==> config.mk <==
export PLATFORM = sky130hd
export DESIGN_NAME = nftt_front
export DESIGN_NICKNAME = d
export VERILOG_FILES = /design/src/sv/nat_flow_translation_table_defines.svh /design/src/sv/nftt_pkg.sv /design/src/sv/nftt_front.sv
export SDC_FILE = /design/constraint.sdc
export NUM_CORES = 1
export LEC_CHECK = 0
export BUFFER_PORTS_ARGS = -buffer_cell sky130_fd_sc_hd__buf_2
export CAP_MARGIN = 25
export CELL_PAD_IN_SITES_DETAIL_PLACEMENT = 1
export CELL_PAD_IN_SITES_GLOBAL_PLACEMENT = 2
export CORE_MARGIN = 2
export CORE_UTILIZATION = 25
export CTS_BUF_LIST = sky130_fd_sc_hd__clkbuf_8
export DETAILED_ROUTE_END_ITERATION = 10
export GPL_ROUTABILITY_DRIVEN = 0
export PLACE_DENSITY_LB_ADDON = 0.25
export SYNTH_ARGS = -nofsm -noshare
export SYNTH_HDL_FRONTEND = slang
export SYNTH_SLANG_ARGS = --single-unit
==> constraint.sdc <==
create_clock -name clk_i -period 7.8 [get_ports clk_i]
set_input_delay 1.95 -clock clk_i [delete_from_list [all_inputs] [get_ports clk_i]]
set_output_delay 1.95 -clock clk_i [all_outputs]
set_load 0.1 [all_outputs]
==> src/sv/nat_flow_translation_table_defines.svh <==
// Assertion macros used by the translation table back end.
`ifndef NAT_FLOW_TRANSLATION_TABLE_DEFINES_SVH
`define NAT_FLOW_TRANSLATION_TABLE_DEFINES_SVH
`ifndef NO_ASSERTIONS
`define NFTT_ASSERT(lbl, prop, msg) \
  lbl: assert property (@(posedge clk_i) disable iff (!rst_ni) prop) else $error(msg);
`define NFTT_NEVER(lbl, cond, msg) \
  lbl: assert property (@(posedge clk_i) disable iff (!rst_ni) !(cond)) else $error(msg);
`else
`define NFTT_ASSERT(lbl, prop, msg)
`define NFTT_NEVER(lbl, cond, msg)
`endif
`endif

==> src/sv/nftt_pkg.sv <==
// Types and constants of the flow translation table.
package nftt_pkg;
  localparam int unsigned CfgIdxW = 1;
  localparam int unsigned CfgDataW = 32;
  localparam logic [15:0] FirstPortRst = 16'd1024;

  typedef enum logic [0:0] {
    CFG_PUBLIC_IP  = 1'b0,
    CFG_FIRST_PORT = 1'b1
  } cfg_idx_e;

  typedef enum logic [0:0] {
    OP_OUTBOUND = 1'b0,
    OP_INBOUND  = 1'b1
  } opcode_e;

  typedef enum logic [1:0] {
    ST_OK       = 2'd0,
    ST_FULL     = 2'd1,
    ST_NO_MATCH = 2'd2
  } status_e;

  typedef struct packed {
    logic [0:0]  opcode;
    logic [31:0] src_ip;
    logic [15:0] sport;
    logic [31:0] dst_ip;
    logic [15:0] dport;
    logic [7:0]  proto;
  } in_item_t;

  typedef struct packed {
    logic [1:0]  status;
    logic [31:0] out_ip;
    logic [15:0] out_port;
  } out_item_t;

  typedef struct packed {
    logic [31:0] int_ip;
    logic [15:0] int_port;
    logic [31:0] rem_ip;
    logic [15:0] rem_port;
    logic [7:0]  proto;
    logic [15:0] ext_port;
  } flow_entry_t;

  // Queue head as seen by the back end.
  typedef struct packed {
    logic     valid;
    in_item_t item;
  } queue_head_t;
endpackage

==> src/sv/nftt_front.sv <==
// Front end: accepts headers into a two-entry queue for the lookup engine.
module nftt_front (
  input  logic                  clk_i,
  input  logic                  rst_ni,
  input  logic                  in_valid_i,
  output logic                  in_stall_o,
  input  nftt_pkg::in_item_t    in_data_i,
  input  logic                  pop_i,
  output nftt_pkg::queue_head_t head_o
);
  import nftt_pkg::*;

  in_item_t   slot_q [2];
  logic       wr_ptr_q, wr_ptr_d, rd_ptr_q, rd_ptr_d;
  logic [1:0] cnt_q, cnt_d;
  logic       push;

  assign in_stall_o = (cnt_q == 2'd2);
  assign push = in_valid_i && !in_stall_o;

  always_comb begin
    wr_ptr_d = wr_ptr_q;
    rd_ptr_d = rd_ptr_q;
    cnt_d = cnt_q;
    if (push) begin
      wr_ptr_d = ~wr_ptr_q;
    end
    if (pop_i) begin
      rd_ptr_d = ~rd_ptr_q;
    end
    if (push && !pop_i) begin
      cnt_d = cnt_q + 2'd1;
    end else if (pop_i && !push) begin
      cnt_d = cnt_q - 2'd1;
    end
  end

  always_ff @(posedge clk_i or negedge rst_ni) begin
    if (!rst_ni) begin
      wr_ptr_q <= 1'b0;
      rd_ptr_q <= 1'b0;
      cnt_q <= 2'd0;
    end else begin
      wr_ptr_q <= wr_ptr_d;
      rd_ptr_q <= rd_ptr_d;
      cnt_q <= cnt_d;
    end
  end

  always_ff @(posedge clk_i) begin
    if (push) begin
      slot_q[wr_ptr_q] <= in_data_i;
    end
  end

  assign head_o.valid = (cnt_q != 2'd0);
  assign head_o.item = slot_q[rd_ptr_q];
endmodule

Yosys cells after proc, flatten, opt, wreduce, memory -nomap -nowiden
Memories as Yosys holds them, arrays and structs flattened.
Index checks and enable logic that the tools add are counted.

storage, ports and cells
  logic and storage cells = 21
  memory bits (writable) = 210
  memories = 1
  input port bits = 109
  output and inout port bits = 107
  register bits = 4

memory list
  memory  depth  bits a word  rd ports  clocked after Yosys merged registers in  write ports  line              RTL
  slot_q  2      105          1         0                                        1            nftt_front.sv:13  in_item_t slot_q [2];

cells by class
  bitwise logic cells = 2
  $add $sub $neg = 2
  reduce and logical (&&, ||, !) cells = 8
  mux-type cells = 4
  eq/ne operators = 1

operator list
  cell                   number
  $mux W2                2
  $reduce_bool A2 Y1     2
  $logic_and A1 B1 Y1    3
  $logic_not A1 Y1       3
  $add A2 B1 Y2 const B  1
  $eq A2 B2 Y1 const B   1
  $mux W1                2
  $not A1 Y1             2
  $sub A2 B1 Y2 const B  1

Depth between registers and ports, before layout
Gate-level depths: netlist (run 1).

  depth in word-level cells = 7
  gate-level depth with buffers = 7
  mapped depth without buffers = 7

Worst setup path before layout (run 1)
No wires, ideal clock.

  kind = in2reg
  start = in in_valid_i
  end = mem slot_q[0][0] (netlist bit), enable pin
  library setup time = 570 ps
  required time = 7230 ps
  cell stages on the path = 2
  arrival time = 6408 ps
  path buffers = 0
  slack = 823 ps
  cell sequence = nand2_1 nor2_1

on the way
  longest elaborated chain between the ends = 3

ends and longest elaborated chain
  element                        line              RTL
  from (decl)                    nftt_front.sv:5   input logic in_valid_i,
  $logic_and A1 B1 Y1            nftt_front.sv:19  assign push = in_valid_i && !in_stall_o;
  $mux W1                        nftt_front.sv:51  if (push) begin
  $mux W1 (not written as such)  nftt_front.sv:52  slot_q[wr_ptr_q] <= in_data_i;
  to (decl)                      nftt_front.sv:13

Every way passes these cells.

==> impl_metrics.toml, run 1 <==
[outcome]
status = "complete, no violations"

[clocking]
root_buffer = "clkbuf_8"
insertion_delay_ns = 0.52
ctsLongestPathBuffers = 3
postCtsSetupRepairBufs = 0
ctsHoldBuffers = 0
path_clk_slew_ns = 0.06
ctsResizeCount = 0
cts_htree_levels = 2
numCtsBuffers = 39
cts_tree = "yes"
clock_sinks = 214

[floorplan]
die_area_um2 = 33200
num_io_pins = 216
chipHeight_um = 182
core-area_um2 = 31400
rows = 65
chipWidth_um = 182
start_util_pct = 25.3

[placed_design]
dp_cells = 955
placed_cell_area_um2 = 9460
numPortBuffers = 215
place_ws_ns = 3.18
dp.final_hpwl_um = 11500

[worst_setup_path]
critPathArrivalTime_ns = 3.10
cp-end-kind = "primary output"
rrSetupSlack_ns = 5.32
crit_buf_inv = 2
crit_chain = "buf_4, mux2_2, buf_2"
crit_type = "reg2out"
slowest_stage = "dfrtp_4"
r2r-end = "slot_q[1][54]"
path_delay_family = "buffers and inverters"
reg2reg_depth = 3
max_stage_delay_ns = 1.04
critPathMaxFanout = 59
rr_startpoint = "cnt_q[0]"
start_kind = "register"
crit_required_ns = 5.85

[finish]
drive_above_1_share_pct = 59.8
area_growth_pct = 27.7
final_area_um2 = 10100
fin_nets = 704
final_common_cell = "buf_2"
final_cell_mix = "buf_2 (215), edfxtp_1 (210), mux2_2 (65)"
final_cells = 1026

[timing]
finalClockSkew_ns = 0.0197
slew_headroom_pct = 33.9
slew_violations = 0
setup_tns_ns = 0
worst_pin_slew_ns = 0.991
timing.fmax_ghz = 0.198
rsz0062_at_grt = "no"
fin_crit_sh_pct = 64.7
period_minus_slack_ns = 5.05
setup_slack_ns = 2.75
setup_viol = 0
hold_violations = 0

[drt]
wirelength_um = 17500
wl_per_cell_um = 17.0
routed_via_density = 3.99
drc = 0
vias = 4098
drtIter0Drc = 129
first_pass_iters = 4
antenna_left = 0

[grt]
overflow = 0
grt_pass1_vias = 4704
track_usage_pct = 10.6
grt_max_degree = 60
grt_pass1_wl_um = 26900
antenna_found_initial = 6

[logic_synthesis]
netlist_instances = 346
synth_area_leaders = "edfxtp_1 (79%), mux2_2 (9.2%), mux2_4 (7.6%)"
ys_ff_latch = 214
synth_top_area_share_pct = 79.5
synthesis.nets = 456
avgSynthCellArea_um2 = 22.9
synth_area_leader_cell = "edfxtp_1"
yosysWarningCount = 0
synth_cell_types = 15
syn_area_um2 = 7930
ys_seq_area_share_pct = 80.7

[min_path]
hold_start = "cnt_q[1]"
holdPathStages = 1
hold_end = "cnt_q[1]"
hold_class = "reg2reg"

[job]
drv_cap = 0
state kept, by name, summed over array words and instances, names as in the netlist:
| name | cells |
|---|---|
| slot_q | 210 |
| rd_ptr_q | 1 |
| cnt_q | 2 |
| wr_ptr_q | 1 |
final cells by class:
class	instances	area, um2
Clock buffer	39	537
Fill cell	3269	21300
Timing Repair Buffer	219	1110
Sequential cell	214	6410
Multi-Input combinational cell	117	1430
Antenna cell	2	5.00
Inverter	3	11.3
Clock inverter	30	126
Tap cell	402	503
per-stage QoR:
stage	util, %	hold slack (ns)
final	32.3	0.513
after global routing	32.3	0.550
after CTS	32.3	0.520
after detailed placement	30.1	0.504
after global placement	30.1	0.480
after floorplan	-	0.456
per-layer routing:
| metal | routed length (um) | global-route usage, % | part of all wire, % |
|---|---|---|---|
| met2 | 8400 | 17.5 | 48 |
| met5 | 53 | 0 | 0.30 |
| met3 | 1690 | 5.09 | 9.7 |
| met4 | 438 | 3.84 | 2.5 |
| met1 | 6900 | 11.8 | 39 |
Yosys cell counts:
cell type  number
xor2_1          3
edfxtp_1      210
xnor2_1         2
and3_1          1
ha_1            1
nand2_1         1
buf_6           6
nand2b_1        1
dfrtp_1         4
buf_2           6
nor2_1          2
mux2_2         65
mux2_4         40
inv_1           3
or2_2           1
worst max-delay path by stage:
stage               startpoint           end  slack, ns  cells after the start
floorplan           in_valid_i  slot_q[0][0]       0.82                      2
finish                rd_ptr_q    head_o[37]       2.75                      3
global placement      rd_ptr_q    head_o[99]       3.22                      3
CTS                   rd_ptr_q    head_o[37]       2.59                      3
global route          rd_ptr_q    head_o[99]       2.49                      3
detailed placement    rd_ptr_q    head_o[37]       3.18                      3
kinds of logic after synthesis:
group | share of synthesized area, %
buffers and inverters | 1.37
XOR/XNOR | 0.552
flip-flops | 80.7
multiplexers | 16.8
adder cells (fa/ha/maj) | 0.158
AND/OR/NAND/NOR | 0.379
Power of run 1 is left out: the tool's default activity adds up to more than one toggle a clock period on the data nets, which glitch-free logic cannot reach.
==> run 2: changes to the inputs <==
--- a/config.mk
+++ b/config.mk
@@ -5,6 +5,7 @@
 export SDC_FILE = /design/constraint.sdc
 export NUM_CORES = 1
 export LEC_CHECK = 0
+export ABC_AREA = 1
 export BUFFER_PORTS_ARGS = -buffer_cell sky130_fd_sc_hd__buf_2
 export CAP_MARGIN = 25
 export CELL_PAD_IN_SITES_DETAIL_PLACEMENT = 1
==> constraint.sdc (replaced) <==
create_clock -name clk_i -period 5.15 [get_ports clk_i]
set_input_delay 1.2875 -clock clk_i [delete_from_list [all_inputs] [get_ports clk_i]]
set_output_delay 1.2875 -clock clk_i [all_outputs]
set_load 0.1 [all_outputs]
==> run 2 against run 1 <==
Effect of this change: highest routed layer unchanged; cell area is 0.70% higher; die area is 0.25% higher; critical path type unchanged; flip-flop and latch count stayed put.
==> impl_metrics.toml, run 2 <==
[clocking]
cts_tree = "yes"
clock_sinks = 214
path_clk_slew_ns = 0.05
ctsResizeCount = 0
cts_htree_levels = 2
root_buffer = "clkbuf_8"
postCtsSetupRepairBufs = 0
ctsHoldBuffers = 0
ctsLongestPathBuffers = 3
insertion_delay_ns = 0.53
numCtsBuffers = 40

[worst_setup_path]
critPathArrivalTime_ns = 2.66
max_stage_delay_ns = 0.99
crit_chain = "buf_4, mux2_2, buf_2"
rr_startpoint = "cnt_q[1]"
critPathMaxFanout = 57
reg2reg_depth = 6
start_kind = "register"
cp-end-kind = "primary output"
crit_type = "reg2out"
r2r-end = "slot_q[0][58]"
rrSetupSlack_ns = 2.81
crit_required_ns = 3.86
slowest_stage = "dfrtp_4"

[floorplan]
die_area_um2 = 33300
num_io_pins = 216
rows = 65
chipWidth_um = 182
core-area_um2 = 31500
chipHeight_um = 182
start_util_pct = 25.3

[finish]
fin_nets = 719
reg.largest.list = "slot_q x210, cnt_q x2"
final_common_cell = "buf_2"
final_cell_mix = "buf_2 (215), edfxtp_1 (210), mux2_2 (65)"
drive_above_1_share_pct = 60.1
top_register = "slot_q"
nFillCells = 3250
area_growth_pct = 28.3
largest_register_ffs = 210
final_area_um2 = 10200
final_cells = 1035

[grt]
grt_pass1_vias = 4802
antenna_found_initial = 3
grt_max_degree = 62
track_usage_pct = 10.6
grt_pass1_wl_um = 26800
overflow = 0

[logic_synthesis]
synth_edf_count = 210
synth_most_common_cell = "edfxtp_1"
ys_top_cells_by_count = "edfxtp_1 (210), mux2_2 (65), mux2_4 (40)"
synth_area_leader_cell = "edfxtp_1"
synth_area_leaders = "edfxtp_1 (79%), mux2_2 (9.2%), mux2_4 (7.6%)"
ys_seq_area_share_pct = 80.5
ys.flop_type = "edfxtp_1"
avgSynthCellArea_um2 = 22.3
yosysWarningCount = 0
synthesis.nets = 466
ys_ff_latch = 214
async_flop_share_pct = 1.87
synth_cell_types = 15
synth_top_area_share_pct = 79.3
syn_area_um2 = 7950
netlist_instances = 356

[job]
drv_cap = 0

[drt]
wirelength_um = 17400
vias = 4194
drc = 0
antenna_left = 0
first_pass_iters = 4
routed_via_density = 4.05
drtIter0Drc = 155
wl_per_cell_um = 16.8

[timing]
hold_violations = 0
rsz0062_at_grt = "no"
finalClockSkew_ns = 0.0160
timing.fmax_ghz = 0.253
setup_viol = 0
period_minus_slack_ns = 3.95
slew_violations = 0
slew_headroom_pct = 33.9
worst_pin_slew_ns = 0.991
fin_crit_sh_pct = 76.7
setup_tns_ns = 0

[placed_design]
numPortBuffers = 215
dp_cells = 969
dp.final_hpwl_um = 11700
placed_cell_area_um2 = 9530

[min_path]
hold_start = "cnt_q[1]"
hold_class = "reg2reg"
hold_end = "cnt_q[1]"
holdPathStages = 2

[outcome]
status = "complete, no violations"
## run 2: cell types whose count changed in the layout (fill, tap and decap cells not counted), sizes merged, moves of 2 or more
cell    before  now
xor2         3    1
clkbuf      39   41
buf        219  223
inv         19   16
nand2        1    8
## run 2: layout make-up
cell class / instances / area (um2) / area share, %
antenna: 2 / 5.00 / 0.0491
tap: 402 / 503 / 4.93
clock buffer: 41 / 564 / 5.53
sequential: 214 / 6410 / 62.8
clock inverter: 23 / 103 / 1.01
timing repair buffer: 223 / 1160 / 11.3
inverter: 8 / 32.5 / 0.319
multi-input combinational: 122 / 1430 / 14.0
## run 2: worst max-delay path by stage
stage / from / end / cells after the start
floorplan: in_valid_i / slot_q[1][0] / 2
global placement: rd_ptr_q / head_o[44] / 3
detailed placement: rd_ptr_q / head_o[44] / 3
CTS: rd_ptr_q / head_o[44] / 3
global route: rd_ptr_q / head_o[86] / 3
finish: rd_ptr_q / head_o[44] / 3
## run 2: metal layers
layer / track usage (%) / part of all wire, % / routed length (um)
met5: 0 / 0.075 / 13
met4: 4.16 / 2.5 / 435
met3: 3.75 / 8.1 / 1410
met2: 17.5 / 47 / 8180
met1: 12.7 / 42 / 7360
## run 2: per-stage QoR
| step | hold WS (ns) | worst slack, ns | util [%] |
|---|---|---|---|
| global placement | 0.459 | 1.64 | 30.2 |
| detailed placement | 0.468 | 1.60 | 30.3 |
| finish | 0.481 | 1.20 | 32.4 |
| floorplan | 0.442 | 0.576 | - |
| CTS | 0.485 | 1.00 | 32.4 |
| global route | 0.521 | 0.941 | 32.4 |
## run 2: critical path, delay by kind of cell (launching register included)
kind,cells,cell delay [ns]
DFF,1,0.99
buffers and inverters,2,0.73
muxes,1,0.39
## run 2: logic make-up (layout without fill, tap and decap cells)
group / after synthesis / after routing / synth area share [%]
multiplexers: 105 / 105 / 16.8
AND/OR/NAND/NOR: 13 / 13 / 0.661
adder cells (fa/ha/maj): 1 / 1 / 0.157
AO/OA/AOI/OAI: 1 / 1 / 0.0629
flip-flops: 214 / 214 / 80.5
buffers and inverters: 20 / 295 / 1.60
XOR/XNOR: 2 / 2 / 0.220
other: 0 / 2 / 0
Power of run 2 is left out for the same reason.
